--- config.mk ---
export PLATFORM = sky130hd
export DESIGN_NAME = segment_reorder_receiver_unit
export DESIGN_NICKNAME = d
export VERILOG_FILES = /design/src/hw/rtl/srr_pkg.sv /design/src/hw/rtl/segment_reorder_receiver_unit.sv
export VERILOG_INCLUDE_DIRS = /design/src /design/src/hw/rtl
export SDC_FILE = /design/constraint.sdc
export NUM_CORES = 1
export LEC_CHECK = 0
export BUFFER_PORTS_ARGS = -buffer_cell sky130_fd_sc_hd__buf_2
export CAP_MARGIN = 5
export CORE_UTILIZATION = 45
export CTS_CLUSTER_SIZE = 8
export DETAILED_ROUTE_END_ITERATION = 6
export HOLD_SLACK_MARGIN = 0.08
export PLACE_DENSITY = 0.63
export SLEW_MARGIN = 15
export SYNTH_ARGS = -nofsm -noshare
export SYNTH_HDL_FRONTEND = slang
export SYNTH_SLANG_ARGS = --single-unit
--- constraint.sdc ---
create_clock -name clk -period 6.2 [get_ports clk]
set_input_delay 0.62 -clock clk [delete_from_list [all_inputs] [get_ports clk]]
set_output_delay 0.62 -clock clk [all_outputs]
set_load 0.05 [all_outputs]
--- src/hw/rtl/segment_reorder_receiver_unit_assert.svh ---
// ----------------------------------------------------------------------------
// segment_reorder_receiver_unit_assert.svh
// Assertion macros for the segment reorder receiver. The macros expand to
// nothing in synthesis builds.
// ----------------------------------------------------------------------------
`ifndef SEGMENT_REORDER_RECEIVER_UNIT_ASSERT_SVH
`define SEGMENT_REORDER_RECEIVER_UNIT_ASSERT_SVH

`ifndef SYNTHESIS
// Check that a property holds on every clock edge outside reset
`define SRR_ASSERT(lbl, clk, rst_n, prop, msg) \
	lbl: assert property (@(posedge clk) disable iff (!rst_n) (prop)) else $error(msg);
// Check that a condition in one cycle implies another in the next cycle
`define SRR_ASSERT_NEXT(lbl, clk, rst_n, cond, prop, msg) \
	lbl: assert property (@(posedge clk) disable iff (!rst_n) (cond) |=> (prop)) \
		else $error(msg);
`else
`define SRR_ASSERT(lbl, clk, rst_n, prop, msg)
`define SRR_ASSERT_NEXT(lbl, clk, rst_n, cond, prop, msg)
`endif

`endif

--- src/hw/rtl/srr_pkg.sv ---
// ----------------------------------------------------------------------------
// srr_pkg
// Constants, codes and types of the segment reorder receiver.
// ----------------------------------------------------------------------------
package srr_pkg;

	// Table and protocol sizes
	localparam int SLOTS        = 8;
	localparam int MAX_SEGMENT  = 1024;
	localparam int DRAIN_PASSES = 2;

	localparam int SLOT_W = (SLOTS > 1) ? $clog2(SLOTS) : 1;
	localparam int PASS_W = (DRAIN_PASSES > 1) ? $clog2(DRAIN_PASSES) : 1;

	// Field widths
	localparam int SEQ_W     = 32;
	localparam int LEN_W     = 11;
	localparam int BYTES_W   = 16;
	localparam int OUTCOME_W = 3;
	localparam int CFG_IDX_W = 8;
	localparam int CFG_W     = 32;
	localparam int ENTRY_W   = SEQ_W + LEN_W;

	// Stream payload widths, rounded up to whole bytes
	localparam int S_DATA_W = ((SEQ_W + LEN_W + 7) / 8) * 8;
	localparam int M_DATA_W = ((SEQ_W + BYTES_W + 7) / 8) * 8;

	localparam logic [BYTES_W-1:0] CAP_RESET = 16'd4096;

	// Register indexes
	localparam logic [CFG_IDX_W-1:0] CFG_START_SEQ = 8'd0;
	localparam logic [CFG_IDX_W-1:0] CFG_CAPACITY  = 8'd1;

	// Result outcome codes
	localparam logic [OUTCOME_W-1:0] OUT_DELIVERED = 3'd0;
	localparam logic [OUTCOME_W-1:0] OUT_BUFFERED  = 3'd1;
	localparam logic [OUTCOME_W-1:0] OUT_DUPLICATE = 3'd2;
	localparam logic [OUTCOME_W-1:0] OUT_EMPTY     = 3'd3;
	localparam logic [OUTCOME_W-1:0] OUT_FIN       = 3'd4;
	localparam logic [OUTCOME_W-1:0] OUT_NOT_OPEN  = 3'd5;
	localparam logic [OUTCOME_W-1:0] OUT_FULL      = 3'd6;

	// Sequencer states
	typedef enum logic [1:0] {
		ST_IDLE,
		ST_SCAN,
		ST_DRAIN,
		ST_FINISH
	} state_t;

endpackage

--- src/hw/rtl/segment_reorder_receiver_unit.sv ---
// ----------------------------------------------------------------------------
// segment_reorder_receiver_unit
// Receive side of a selective-repeat scheme: expected sequence tracking with
// an out-of-order slot table held in a synchronous memory.
// ----------------------------------------------------------------------------
// s_* takes one segment descriptor per transaction (s_tlast is the finish
// flag, s_tdata the sequence number and length); m_* returns one result per
// segment (m_tuser the outcome, m_tdata the ack number and delivered bytes).
// cfg_* writes the start sequence number (index 0, also loads the expected
// number) and the delivery capacity (index 1); cfg_ready is always high.
// Closed, finish and empty segments go straight to the finish state. An
// out-of-order segment first runs the one-read-per-slot duplicate scan and
// the slot write; an in-order segment first runs the drain passes over the
// single read port. One segment is in the sequencer at a time.
// Reset clears the expected number to 0, opens the block, empties the slot
// table and sets the capacity to 4096; the slot memory itself is not cleared.
// While m_tready is low a result waits in the output register; the next
// segment is still taken and waits in the finish state until it frees.
// ----------------------------------------------------------------------------
module segment_reorder_receiver_unit (
	input  logic                              clk,
	input  logic                              arst_n,
	// Segment input
	input  logic                              s_tvalid,
	output logic                              s_tready,
	input  logic [srr_pkg::S_DATA_W-1:0]      s_tdata,   // seg_seq[31:0], seg_len[42:32]
	input  logic                              s_tlast,   // fin
	// Result output
	output logic                              m_tvalid,
	input  logic                              m_tready,
	output logic [srr_pkg::M_DATA_W-1:0]      m_tdata,   // ack_number[31:0], delivered_bytes[47:32]
	output logic [srr_pkg::OUTCOME_W-1:0]     m_tuser,   // outcome[2:0]
	// Configuration write channel
	input  logic                              cfg_valid,
	output logic                              cfg_ready,
	input  logic [srr_pkg::CFG_IDX_W-1:0]     cfg_index,
	input  logic [srr_pkg::CFG_W-1:0]         cfg_data
);

	import srr_pkg::*;

	`include "segment_reorder_receiver_unit_assert.svh"

	// Slot memory: sequence number in the upper bits, length in the lower
	logic [ENTRY_W-1:0]   mem [SLOTS];

	state_t               state_q, state_d;

	logic [SEQ_W-1:0]     exp_q;
	logic                 open_q;
	logic [BYTES_W-1:0]   cap_q;
	logic [SLOTS-1:0]     valid_q;

	logic [SEQ_W-1:0]     seg_seq_q;
	logic [LEN_W-1:0]     seg_len_q;
	logic [BYTES_W-1:0]   copied_q;
	logic                 dup_q;

	logic [OUTCOME_W-1:0] res_outcome_q;
	logic [SEQ_W-1:0]     res_ack_q;
	logic [BYTES_W-1:0]   res_bytes_q;

	// Read issue side of the slot sweep
	logic                 rd_go_q;
	logic [SLOT_W-1:0]    rd_idx_q;
	logic [PASS_W-1:0]    rd_pass_q;
	logic                 rd_last;

	// Compare side, in the cycle after the read issue
	logic                 cmp_vld_s1;
	logic [SLOT_W-1:0]    cmp_idx_s1;
	logic                 cmp_last_s1;
	logic [ENTRY_W-1:0]   rd_data_s1;

	logic                 m_tvalid_q;
	logic [M_DATA_W-1:0]  m_tdata_q;
	logic [OUTCOME_W-1:0] m_tuser_q;

	logic [SEQ_W-1:0]     in_seq;
	logic [LEN_W-1:0]     in_len_raw;
	logic [LEN_W-1:0]     in_len;
	logic                 s_acc;
	logic                 out_free;

	logic [SEQ_W-1:0]     rd_seq;
	logic [LEN_W-1:0]     rd_len;
	logic                 hit;
	logic [BYTES_W-1:0]   room;
	logic [BYTES_W-1:0]   take;
	logic [SEQ_W-1:0]     exp_step;
	logic [BYTES_W-1:0]   copied_step;
	logic [BYTES_W-1:0]   first_copy;

	logic                 free_any;
	logic [SLOT_W-1:0]    free_idx;
	logic                 mem_we;

	// Unpack the input payload and saturate the length
	assign in_seq     = s_tdata[SEQ_W-1:0];
	assign in_len_raw = s_tdata[SEQ_W+LEN_W-1:SEQ_W];
	assign in_len     = (int'(in_len_raw) > MAX_SEGMENT) ? LEN_W'(MAX_SEGMENT) : in_len_raw;
	assign first_copy = ({{(BYTES_W-LEN_W){1'b0}}, in_len} > cap_q) ?
	                    cap_q : {{(BYTES_W-LEN_W){1'b0}}, in_len};

	assign s_tready  = (state_q == ST_IDLE);
	assign s_acc     = s_tvalid && s_tready;
	assign cfg_ready = 1'b1;
	assign out_free  = !m_tvalid_q || m_tready;

	assign m_tvalid = m_tvalid_q;
	assign m_tdata  = m_tdata_q;
	assign m_tuser  = m_tuser_q;

	// Compare the slot read back against the scan or drain target
	assign rd_seq = rd_data_s1[ENTRY_W-1:LEN_W];
	assign rd_len = rd_data_s1[LEN_W-1:0];
	assign hit    = cmp_vld_s1 && valid_q[cmp_idx_s1] &&
	                (rd_seq == ((state_q == ST_SCAN) ? seg_seq_q : exp_q));

	// Clip the drained length to what is left of the capacity
	assign room        = cap_q - copied_q;
	assign take        = ({{(BYTES_W-LEN_W){1'b0}}, rd_len} > room) ?
	                     room : {{(BYTES_W-LEN_W){1'b0}}, rd_len};
	assign exp_step    = hit ? (exp_q + {{(SEQ_W-LEN_W){1'b0}}, rd_len}) : exp_q;
	assign copied_step = hit ? (copied_q + take) : copied_q;

	// Last read of the sweep: last slot of the scan or of the final pass
	assign rd_last = (rd_idx_q == SLOT_W'(SLOTS - 1)) &&
	                 ((state_q == ST_SCAN) || (rd_pass_q == PASS_W'(DRAIN_PASSES - 1)));

	// Find the lowest free slot
	always_comb begin
		free_any = 1'b0;
		free_idx = '0;
		for (int i = SLOTS - 1; i >= 0; i--) begin
			if (!valid_q[i]) begin
				free_any = 1'b1;
				free_idx = SLOT_W'(i);
			end
		end
	end

	assign mem_we = (state_q == ST_SCAN) && cmp_last_s1 && !(dup_q || hit) && free_any;

	// Slot memory write and registered read
	always_ff @(posedge clk) begin
		if (mem_we) begin
			mem[free_idx] <= {seg_seq_q, seg_len_q};
		end
		rd_data_s1 <= mem[rd_idx_q];
	end

	// Next state
	always_comb begin
		state_d = state_q;
		unique case (state_q)
			ST_IDLE: begin
				if (s_acc) begin
					priority if (!open_q || s_tlast || (in_len == '0)) begin
						state_d = ST_FINISH;
					end else if (in_seq != exp_q) begin
						state_d = ST_SCAN;
					end else begin
						state_d = ST_DRAIN;
					end
				end
			end
			ST_SCAN, ST_DRAIN: begin
				if (cmp_last_s1) begin
					state_d = ST_FINISH;
				end
			end
			ST_FINISH: begin
				if (out_free) begin
					state_d = ST_IDLE;
				end
			end
			default: state_d = ST_IDLE;
		endcase
	end

	always_ff @(posedge clk or negedge arst_n) begin
		if (!arst_n) begin
			state_q <= ST_IDLE;
		end else begin
			state_q <= state_d;
		end
	end

	// Sweep read issue and compare pipeline
	always_ff @(posedge clk or negedge arst_n) begin
		if (!arst_n) begin
			rd_go_q     <= 1'b0;
			rd_idx_q    <= '0;
			rd_pass_q   <= '0;
			cmp_vld_s1  <= 1'b0;
			cmp_idx_s1  <= '0;
			cmp_last_s1 <= 1'b0;
		end else begin
			cmp_vld_s1  <= rd_go_q;
			cmp_idx_s1  <= rd_idx_q;
			cmp_last_s1 <= rd_go_q && rd_last;
			if (s_acc) begin
				rd_go_q   <= open_q && !s_tlast && (in_len != '0);
				rd_idx_q  <= '0;
				rd_pass_q <= '0;
			end else if (rd_go_q) begin
				if (rd_last) begin
					rd_go_q <= 1'b0;
				end
				if (rd_idx_q == SLOT_W'(SLOTS - 1)) begin
					rd_idx_q  <= '0;
					rd_pass_q <= rd_pass_q + 1'b1;
				end else begin
					rd_idx_q <= rd_idx_q + 1'b1;
				end
			end
		end
	end

	// Control state: expected number, open flag, capacity, slot valid bits
	always_ff @(posedge clk or negedge arst_n) begin
		if (!arst_n) begin
			exp_q   <= '0;
			open_q  <= 1'b1;
			cap_q   <= CAP_RESET;
			valid_q <= '0;
			dup_q   <= 1'b0;
		end else begin
			// Configuration transactions
			if (cfg_valid && cfg_ready) begin
				if (cfg_index == CFG_START_SEQ) begin
					exp_q <= cfg_data[SEQ_W-1:0];
				end else if (cfg_index == CFG_CAPACITY) begin
					cap_q <= cfg_data[BYTES_W-1:0];
				end
			end
			// Segment acceptance
			if (s_acc && open_q) begin
				dup_q <= 1'b0;
				if (s_tlast) begin
					exp_q  <= in_seq + 1'b1;
					open_q <= 1'b0;
				end else if ((in_len != '0) && (in_seq == exp_q)) begin
					exp_q <= in_seq + {{(SEQ_W-LEN_W){1'b0}}, in_len};
				end
			end
			// Duplicate scan
			if ((state_q == ST_SCAN) && hit) begin
				dup_q <= 1'b1;
			end
			if (mem_we) begin
				valid_q[free_idx] <= 1'b1;
			end
			// Drain: advance and release matched slots
			if ((state_q == ST_DRAIN) && hit) begin
				exp_q               <= exp_step;
				valid_q[cmp_idx_s1] <= 1'b0;
			end
		end
	end

	// Segment payload, delivered count and result registers
	always_ff @(posedge clk) begin
		if (s_acc) begin
			seg_seq_q <= in_seq;
			seg_len_q <= in_len;
			copied_q  <= first_copy;
			res_bytes_q <= '0;
			priority if (!open_q) begin
				res_outcome_q <= OUT_NOT_OPEN;
				res_ack_q     <= '0;
			end else if (s_tlast) begin
				res_outcome_q <= OUT_FIN;
				res_ack_q     <= in_seq + 1'b1;
			end else begin
				res_outcome_q <= OUT_EMPTY;
				res_ack_q     <= '0;
			end
		end
		if (state_q == ST_DRAIN) begin
			copied_q <= copied_step;
			if (cmp_last_s1) begin
				res_outcome_q <= OUT_DELIVERED;
				res_ack_q     <= exp_step;
				res_bytes_q   <= copied_step;
			end
		end
		if ((state_q == ST_SCAN) && cmp_last_s1) begin
			priority if (dup_q || hit) begin
				res_outcome_q <= OUT_DUPLICATE;
			end else if (free_any) begin
				res_outcome_q <= OUT_BUFFERED;
			end else begin
				res_outcome_q <= OUT_FULL;
			end
		end
	end

	// Output register: load the finished result, drop it once taken
	always_ff @(posedge clk or negedge arst_n) begin
		if (!arst_n) begin
			m_tvalid_q <= 1'b0;
		end else begin
			if ((state_q == ST_FINISH) && out_free) begin
				m_tvalid_q <= 1'b1;
			end else if (m_tready) begin
				m_tvalid_q <= 1'b0;
			end
		end
	end

	always_ff @(posedge clk) begin
		if ((state_q == ST_FINISH) && out_free) begin
			m_tdata_q <= {{(M_DATA_W-SEQ_W-BYTES_W){1'b0}}, res_bytes_q, res_ack_q};
			m_tuser_q <= res_outcome_q;
		end
	end

	// Assertions
	`SRR_ASSERT(a_cmp_in_sweep, clk, arst_n,
		!cmp_vld_s1 || (state_q == ST_SCAN) || (state_q == ST_DRAIN),
		"slot compare outside a scan or drain")
	`SRR_ASSERT_NEXT(a_accept_leaves_idle, clk, arst_n, s_acc,
		state_q != ST_IDLE, "accepted segment did not start the sequencer")
	`SRR_ASSERT_NEXT(a_scan_keeps_slots, clk, arst_n, state_q == ST_SCAN,
		$countones(valid_q) >= $past($countones(valid_q)), "slot released during a scan")
	`SRR_ASSERT(a_single_write, clk, arst_n,
		!mem_we || !valid_q[free_idx], "slot memory write into an occupied slot")

endmodule

# Word level (Yosys, flattened, before mapping)
# Memory sizes are Yosys's and may differ from the RTL's. A register that Yosys moved wholly into a read port is not among the register bits.
# Cells that the tools add are included.
[classes]
muxes = 75
n_lt_le_gt_ge = 7
eq_ne = 11
addsub = 7
bitwise = 4
reduce_logical = 40
[ops]
columns = ["op", "count"]
rows = [
  ["32-bit 2-to-1 mux", 13],
  ["16-bit 2-to-1 mux", 8],
  ["32-bit by 11-bit adder with 32-bit output", 2],
  ["32-bit == test", 2],
  ["3-bit 2-to-1 mux", 19],
  ["32-bit by 1-bit adder with 32-bit output, second input constant", 1],
  ["11-bit by 16-bit > comparator with 1-bit output", 2],
  ["32-bit inequality test", 1],
  ["1-bit 2-to-1 mux", 23],
  ["1-bit logical AND", 17],
  ["16-bit adder", 1],
  ["8-bit 2-to-1 mux", 2],
  ["16-bit subtractor", 1],
  ["11-bit > comparator, second input constant", 1],
  ["11-bit zero test", 1],
  ["11-bit 2-to-1 mux", 1],
  ["11-bit nonzero test", 1],
  ["2-bit 2-to-1 mux", 5],
  ["2-bit nonzero test", 5],
  ["8-bit bitwise AND", 1],
  ["8-bit by 1-bit == test with 1-bit output, second input constant", 1],
  ["8-bit zero test", 1],
  ["3-bit by 4-bit less-than comparator with 1-bit output, second input constant", 2],
  ["8-bit NOT", 1],
  ["other kinds (19)", 32],
]
[word_totals]
register_bits = 232
ram_bits = 344
in_bits = 94
elab_cells = 166
memories = 1
[mem_list]
columns = ["name", "depth", "word_bits", "read_ports", "rd_clocked_by_memory_dff", "write_ports", "line", "source"]
rows = [
  ["mem", 8, 43, 1, 1, 1, "segment_reorder_receiver_unit.sv:45", "logic [ENTRY_W-1:0] mem [SLOTS];"],
]

# Logic depth before layout (Yosys ltp)
# Gate-level depths: netlist of the first run.
[logic_depth]
ltp_word = 16
depth_mapped = 28
mapped_depth_nobuf = 27

# Worst setup path before layout of the first run
# OpenSTA, ideal clock, no wires.
[synth_timing]
path_kind = "register -> register"
start = "register cap_q[0]"
end = "register copied_q[9] (data pin)"
setup_time_ns = 0.274
setup_slack_ns = 0.698
required_ns = 5.926
arrival_time_ns = 5.228
path_buffers = 1
path_stages_with_launch = 28
cell_sequence = "dfrtp_1 > inv_1 > ha_1 > inv_1 > fa_1 > a21oi_1 > o2111ai_1 > a31o_2 > a21oi_1 > xor2_1 > ha_1 > nand3_1 > nor3_1 > a21oi_1 > nand3_1 > or3_1 > clkbuf_1 > nor2_1 > mux2i_1 > ha_1 > a211o_1 > a21oi_1 > o21ai_0 > or3_1 > a31oi_1 > xnor2_1 > mux2i_1 > mux2i_1"
[synth_between]
elab_chain_len = 6
elab_cells_between_ends = 9
[synth_rtl]
columns = ["item", "line", "source"]
rows = [
  ["from (decl)", "segment_reorder_receiver_unit.sv:51", "logic [BYTES_W-1:0] cap_q;"],
  ["from (signal assigned)", "segment_reorder_receiver_unit.sv:235", "cap_q <= cfg_data[BYTES_W-1:0];"],
  ["16-bit subtractor", "segment_reorder_receiver_unit.sv:121", "assign room = cap_q - copied_q;"],
  ["11-bit by 16-bit > comparator with 1-bit output", "segment_reorder_receiver_unit.sv:122", "assign take = ({{(BYTES_W-LEN_W){1'b0}}, rd_len} > room) ?"],
  ["16-bit 2-to-1 mux", "segment_reorder_receiver_unit.sv:122", ""],
  ["16-bit adder", "segment_reorder_receiver_unit.sv:125", "assign copied_step = hit ? (copied_q + take) : copied_q;"],
  ["16-bit 2-to-1 mux", "segment_reorder_receiver_unit.sv:125", ""],
  ["16-bit 2-to-1 mux (*)", "segment_reorder_receiver_unit.sv:281", "if (state_q == ST_DRAIN) begin"],
  ["to (signal assigned)", "segment_reorder_receiver_unit.sv:268", "copied_q <= first_copy;"],
  ["to (signal assigned)", "segment_reorder_receiver_unit.sv:282", "copied_q <= copied_step;"],
  ["to (decl)", "segment_reorder_receiver_unit.sv:56", "logic [BYTES_W-1:0] copied_q;"],
]
# Mark *: on every way between the ends. The rest lies on a longest branch, timed or not. The select of a mux whose other input is x is not followed.
# A chain may end at the register's enable or synchronous reset.

# Worst setup path after layout of the first run
[layout_timing]
start = "register cap_q[0]"
end = "register copied_q[15] (data pin)"
# The elaborated chain is that of the path after synthesis.

==> flow_summary_export.csv, run 1 <==
group,metric,value,unit
timing,slew-limit-headroom,33.8,%
global_route,grt.busiest_layer,"met2",
worst_setup_path,cp_slowest_cell,"a2111o_1",
global_route,grt_max_degree,66,
run,maxCapViolations,0,
worst_setup_path,critPathKind,"reg -> reg",
cts,cts.clk_slew.worst_paths,0.05,ns
synthesis,yosysUniqueCellTypes,70,
cts,cts.sinks,619,
drt,viasPerCell,5.86,
synthesis,synth_area_per_cell,13.9,um^2
drt,vias,18500,
worst_setup_path,crit_path_max_incr_delay,0.46,ns
global_route,grt.total_usage,24.8,%
timing,setup_viol,0,
floorplan,chipHeight,255,um
global_route,antenna_found_initial,3,
floorplan,pin_count,148,
timing,tns,0,ns
global_route,grt_pass1_wl,118000,um
floorplan,row_count,92,
synthesis,ys.flop_type,"edfxtp_1",
synthesis,ys_async_sr_fraction,11.5,%
timing,max_freq,0.172,GHz
timing,min_period,5.83,ns
timing,fin_skew,0.0406,ns
placed_design,post-dp-hpwl,51000,um
global_route,grt_pass1_vias,18800,
power_and_ir_drop,seq_power_share,42.4,%
drt,routed_wl,79000,um
drt,drtPass1Iterations,6,
timing,final_hold_viol_count,0,
power_and_ir_drop,p_sw,3660,uW
global_route,use_met1,36.0,%
finish,layoutNonFillerInstCount,3159,
worst_setup_path,end_kind,"register",
placed_design,io_buffers,141,
timing,setup_slack,0.369,ns
synthesis,synth-seq-cells,619,
power_and_ir_drop,power.leakage,0.0118,uW
worst_hold_path,hp-class,"in -> reg",
global_route,met2_usage,38.4,%
cts,numCtsBuffers,87,
finish,areaGrowthSynthToFinish,15.5,%
finish,fin_util,52.7,%
synthesis,synth-edff-count,454,
run_status,status,"finished clean",
worst_setup_path,cp.required,6.59,ns
cts,cts_buffer_depth,3,
global_route,overflow,0,
cts,worst_skew_pair.late_latency,0.65,ns
power_and_ir_drop,switching_share,30.5,%
power_and_ir_drop,peakVddDrop,0.000550,V
power_and_ir_drop,combPwrFrac,20.4,%
cts,htreeDepth,3,
floorplan,core_area,63100,um^2
timing,final_max_slew_viol_count,0,
cts,cts_root_buf,"clkbuf_16",
placed_design,dp_slack,0.00243,ns
drt,drc,0,
synthesis,yosysSeqAreaShare,60.1,%
floorplan,die_w,255,um
floorplan,die_area,65000,um^2
drt,drtIter0Drc,1752,
cts,cts_tree,"yes",
synthesis,synthCells,2072,
synthesis,ys_warn_count,0,
finish,layout.nets,2426,
synthesis,netlist_area,28800,um^2
worst_setup_path,worstSetupStartpointType,"register",
placed_design,gp_congestion,0.914,
worst_setup_path,rrSetupSlack,0.37,ns
timing,worstMarginPinSlew,0.992,ns
worst_setup_path,cp_max_fo,18,
floorplan,initial_core_util,45.6,%
power_and_ir_drop,p_int,8330,uW
power_and_ir_drop,clock_power_share,37.2,%
worst_setup_path,crit_arrival,6.22,ns
drt,wire_per_inst,25.0,um
timing,finalCritPeriodShare,94.0,%
power_and_ir_drop,power.total,12000,uW
power_and_ir_drop,powerDensity,361,nW/um^2
global_route,gr-usage-met3,3.49,%
finish,post_route_cells_drive_above_1_share,20.7,%
drt,ant_nets,0,
placed_design,dp.cells,2995,
finish,nFillCells,5338,
[logic make-up (layout without fill, tap and decap cells)]
logic type	after synthesis	count (layout)	share of synthesized area [%]
flip-flops	619	619	60.1
buffers and inverters	176	413	2.58
XOR/XNOR	168	168	5.11
AO/OA/AOI/OAI	334	334	7.34
other	2	6	0.0261
multiplexers	267	267	13.4
AND/OR/NAND/NOR	418	418	7.50
adder cells (fa/ha/maj)	88	88	3.93
[final timing paths]
path | cells past startpoint | to | from
setup / recovery | 28 | copied_q[15] | cap_q[0]
min in group asynchronous | 2 | exp_q[2] | arst_n
setup reg to reg | 28 | copied_q[15] | cap_q[0]
max in group asynchronous | 3 | rd_idx_q[2] | arst_n
hold reg to reg | 0 | m_tdata[18] | res_ack_q[18]
hold / removal | 3 | m_tvalid | m_tready
[cell usage in the layout, fill, tap and decap left out, types with 65 or more instances in the layout]
cell,synthesis,layout
mux4_2,88,88
dfrtp_1,69,66
nand2_1,75,75
buf_2,18,140
dfxtp_1,94,94
edfxtp_1,454,454
xnor2_1,70,70
xor2_1,98,98
clkbuf_16,0,87
o21ai_0,66,65
mux2_2,66,66
a21oi_1,99,97
mux2i_1,113,112
ha_1,84,83
nor2_1,100,91
[registers in the layout (all words and copies together), names as in the netlist, 32 cells and up]
signal,count
exp_q,32
m_tdata,48
mem,344
rd_data_s1,43
res_ack_q,32
seg_seq_q,32
[power groups by stage]
| stage | combinational [uW] | clock (uW) | sequential [uW] |
|---|---|---|---|
| after CTS | 2380 | 4530 | 5080 |
| after floorplan | 1340 | 0 | 5450 |
| final | 2450 | 4460 | 5080 |
| after global routing | 2650 | 4700 | 5110 |
| after global placement | 2330 | 0 | 5130 |
| after detailed placement | 2360 | 0 | 5150 |
[metrics by stage]
step           instance area (um^2)  hold WS, ns
2_1_floorplan                 28800        0.324
3_3_place_gp                  30500        0.416
3_5_place_dp                  30500        0.416
4_1_cts                       33100        0.246
5_1_grt                       33200        0.284
6_report                      33200        0.268
[layer usage]
layer | vias to the layer above | part of all wire [%]
li1 | 8253 | -
met1 | 9368 | 45
met2 | 754 | 45
met3 | 126 | 6.9
met4 | 0 | 2.6
met5 | - | 0
[cell usage after synthesis, types with 4 or more instances]
cell       instances  area, um^2
nand2_1           75         282
and2_1            19         119
nand2b_1          10        62.6
nor3_1            29         145
and3_1            13        81.3
nand4_1           37         231
dfrtp_1           69        1730
xor2_1            98         858
clkbuf_1          72         270
nand3_1           33         165
edfxtp_1         454       13600
inv_1             62         233
fa_1               4        80.1
nor3b_1            6        45.0
mux4_2            88        1980
a21oi_1           99         495
nor4_1            34         213
a211oi_1          49         368
or3_1             14        87.6
o21a_1            13        97.6
and4_1             8        70.1
buf_2             18        90.1
dfxtp_1           94        1880
mux2i_1          113        1130
a31oi_1           15        93.8
buf_6              7        78.8
o211ai_1           6        45.0
xnor2_1           70         613
a21o_1            10        75.1
o21ai_0           66         330
o31ai_1           13        97.6
ha_1              84        1050
nor2_1           100         375
buf_1             14        52.6
nor2b_1           28         175
o22ai_1           16         100
mux2_2            66         743
a2111oi_0         10        87.6
[final cells by class]
type / count / area, um^2 / area share (%)
Clock inverter: 8 / 194 / 0.584
Inverter: 63 / 236 / 0.712
Timing Repair Buffer: 193 / 1130 / 3.40
Sequential cell: 619 / 17300 / 52.1
Multi-Input combinational cell: 1280 / 10900 / 32.8
Antenna cell: 1 / 2.50 / 0.00753
Clock buffer: 149 / 2410 / 7.25
Tap cell: 846 / 1060 / 3.19
[critical path: cells and delay by family, from the launching register on]
| kind | cells | cell delay (ns) |
|---|---|---|
| AO/OA/AOI/OAI | 12 | 2.28 |
| XOR/XNOR | 2 | 0.37 |
| adder cells (fa/ha/maj) | 4 | 1.16 |
| buffers and inverters | 4 | 0.45 |
| flip-flops | 1 | 0.40 |
| AND/OR/NAND/NOR | 6 | 0.92 |
[repair_timing]
| item | in CTS | in global routing |
|---|---|---|
| setup endpoints to repair | 0 | 22 |
| gates resized for setup | 0 | 16 |
| setup buffers | 0 | 5 |
| hold endpoints to repair | 7 | 0 |
| hold buffers | 1 | 0 |
Note: power is estimated with default switching activity, not from simulation.
==> inputs of run 2 (changes only) <==
--- a/config.mk
+++ b/config.mk
@@ -8,11 +8,11 @@
 export LEC_CHECK = 0
 export BUFFER_PORTS_ARGS = -buffer_cell sky130_fd_sc_hd__buf_2
 export CAP_MARGIN = 5
-export CORE_UTILIZATION = 45
+export CORE_UTILIZATION = 61
 export CTS_CLUSTER_SIZE = 8
 export DETAILED_ROUTE_END_ITERATION = 6
 export HOLD_SLACK_MARGIN = 0.08
-export PLACE_DENSITY = 0.63
+export PLACE_DENSITY = 0.8
 export SLEW_MARGIN = 15
 export SYNTH_ARGS = -nofsm -noshare
 export SYNTH_HDL_FRONTEND = slang
==> flow_summary_export.csv, run 2 (synthesized netlist as in run 1, its figures left out) <==
group,metric,value,unit
placed_design,gp_congestion,0.961,
worst_setup_path,end_kind,"register",
worst_setup_path,cp.required,6.54,ns
cts,cts_tree,"yes",
finish,final_common_cell,"edfxtp_1",
timing,max_freq,0.169,GHz
placed_design,placed_area,30200,um^2
cts,worst_skew_pair.late_latency,0.62,ns
drt,ant_nets,0,
cts,numCtsBuffers,87,
global_route,grt_max_degree,77,
run_status,failed_checks,"DRC",
finish,layout.nets,2415,
cts,htreeDepth,3,
drt,drtPass1Iterations,7,
timing,slew-limit-headroom,19.0,%
power_and_ir_drop,powerDensity,363,nW/um^2
global_route,antenna_found_initial,0,
global_route,overflow,0,
global_route,gr-usage-met3,7.51,%
timing,timing.hold.ws,0.193,ns
finish,post_route_cells_drive_above_1_share,20.2,%
floorplan,initial_core_util,61.8,%
drt,routed_wl,76600,um
cts,cts_root_buf,"clkbuf_16",
finish,seq_area,17300,um^2
cts,cts.clk_slew.worst_paths,0.05,ns
worst_setup_path,critPathKind,"reg -> reg",
run,maxCapViolations,0,
timing,fin_skew,0.0360,ns
finish,fin_area,32700,um^2
worst_setup_path,worstSetupStartpointType,"register",
drt,drtIter0Drc,2183,
drt,drc,1,
run_status,status,"finished with violations",
finish,fin_util,70.3,%
global_route,use_met1,45.8,%
timing,worstMarginPinSlew,1.21,ns
floorplan,pin_count,148,
worst_hold_path,hp-class,"in -> async",
placed_design,io_buffers,141,
finish,areaGrowthSynthToFinish,13.8,%
timing,min_period,5.91,ns
cts,cts.sinks,619,
power_and_ir_drop,peakVddDrop,0.000435,V
power_and_ir_drop,power.total,11900,uW
cts,cts_buffer_depth,3,
floorplan,core_area,46600,um^2
drt,vias,19000,
finish,antenna_cells,0,
floorplan,row_count,79,
finish,largest_reg_flops,344,
timing,final_hold_viol_count,0,
finish,multi_input_area,10900,um^2
global_route,grt_pass1_wl,114000,um
placed_design,post-dp-hpwl,47700,um
finish,largest-register,"mem",
global_route,met2_usage,47.8,%
floorplan,die_w,219,um
timing,rsz0062_at_grt,"false",
worst_setup_path,crit_arrival,6.24,ns
timing,finalCritPeriodShare,95.3,%
drt,viasPerCell,6.55,
power_and_ir_drop,power.leakage,0.0117,uW
global_route,grt.total_usage,32.5,%
timing,final_max_slew_viol_count,0,
finish,mostFrequentLayoutCells,"454 x edfxtp_1, 140 x buf_2, 112 x mux2i_1",
placed_design,dp.cells,2748,
global_route,grt_pass1_vias,19000,
finish,layoutNonFillerInstCount,2910,
worst_setup_path,cp_max_fo,4,
timing,setup_viol,0,
floorplan,chipHeight,219,um
global_route,grt.busiest_layer,"met2",
drt,wire_per_inst,26.3,um
floorplan,die_area,48000,um^2
finish,nFillCells,2965,
[run 2: cell count changes in the layout (fill, tap and decap cells not counted), moves of 2 or more]
cell       previous run  this run
buf_12                2         4
buf_4                49        37
clkbuf_1             62        67
clkinv_16             6         0
[run 2: worst max-delay path, stage by stage, from the launching register on]
cell       delay [ns]
dfrtp_1          0.40
inv_1            0.08
ha_1             0.18
inv_1            0.06
fa_2             0.37
a21oi_4          0.20
o2111ai_2        0.16
a31o_2           0.26
a21oi_1          0.17
xor2_1           0.22
ha_1             0.29
nand3_2          0.09
nor3_1           0.08
a21oi_1          0.14
nand3_1          0.10
or3_4            0.41
nor2_2           0.20
mux2i_2          0.33
ha_1             0.30
a211o_1          0.28
a21oi_1          0.22
o21ai_0          0.15
or3_1            0.34
a31oi_1          0.25
xnor2_1          0.09
mux2i_1          0.17
mux2i_1          0.10
[run 2: per-stage QoR]
stage	setup TNS, ns	setup WS (ns)
after floorplan	0	0.698
after global placement	0	0.222
after detailed placement	-0.00962	-0.00962
after CTS	0	0.00773
after global routing	0	0.0169
final	0	0.294
[run 2: per-layer routing]
| layer | vias up | wire [um] |
|---|---|---|
| met4 | 0 | 3270 |
| li1 | 8245 | - |
| met5 | - | 0 |
| met2 | 1165 | 34400 |
| met3 | 228 | 8490 |
| met1 | 9409 | 30500 |
[run 2: power by group]
group / switching (uW) / internal [uW]
combinational: 1600 / 799
clock: 1720 / 2650
sequential: 240 / 4850
total: 3570 / 8300
[run 2: final timing paths]
kind	cells after the start	slack, ns	end	startpoint
worst max register to register	26	0.29	copied_q[9]	cap_q[0]
worst min register to register	0	0.43	m_tdata[44]	res_bytes_q[12]
worst min-delay path	1	0.19	exp_q[31]	arst_n
min in group clk	2	0.30	cap_q[6]	cfg_data[6]
max in group asynchronous	1	5.21	rd_idx_q[0]	arst_n
worst max-delay path	26	0.29	copied_q[9]	cap_q[0]
[run 2: layout make-up]
type | count | area share (%)
multi-input cells | 1280 | 33.2
clock inverters | 4 | 0.153
inverters | 63 | 0.722
repair buffers | 182 | 3.27
clock buffers | 155 | 7.49
flip-flops and latches | 619 | 52.8
well taps | 607 | 2.32
[run 2: timing repair]
action / in CTS / in global routing
hold endpoints to repair: 0 / 0
buffers inserted: 0 / 3
endpoints found under the setup margin: 2 / 17
pin swaps: 0 / 9
hold buffers: 0 / 0
gates resized for setup: 2 / 13
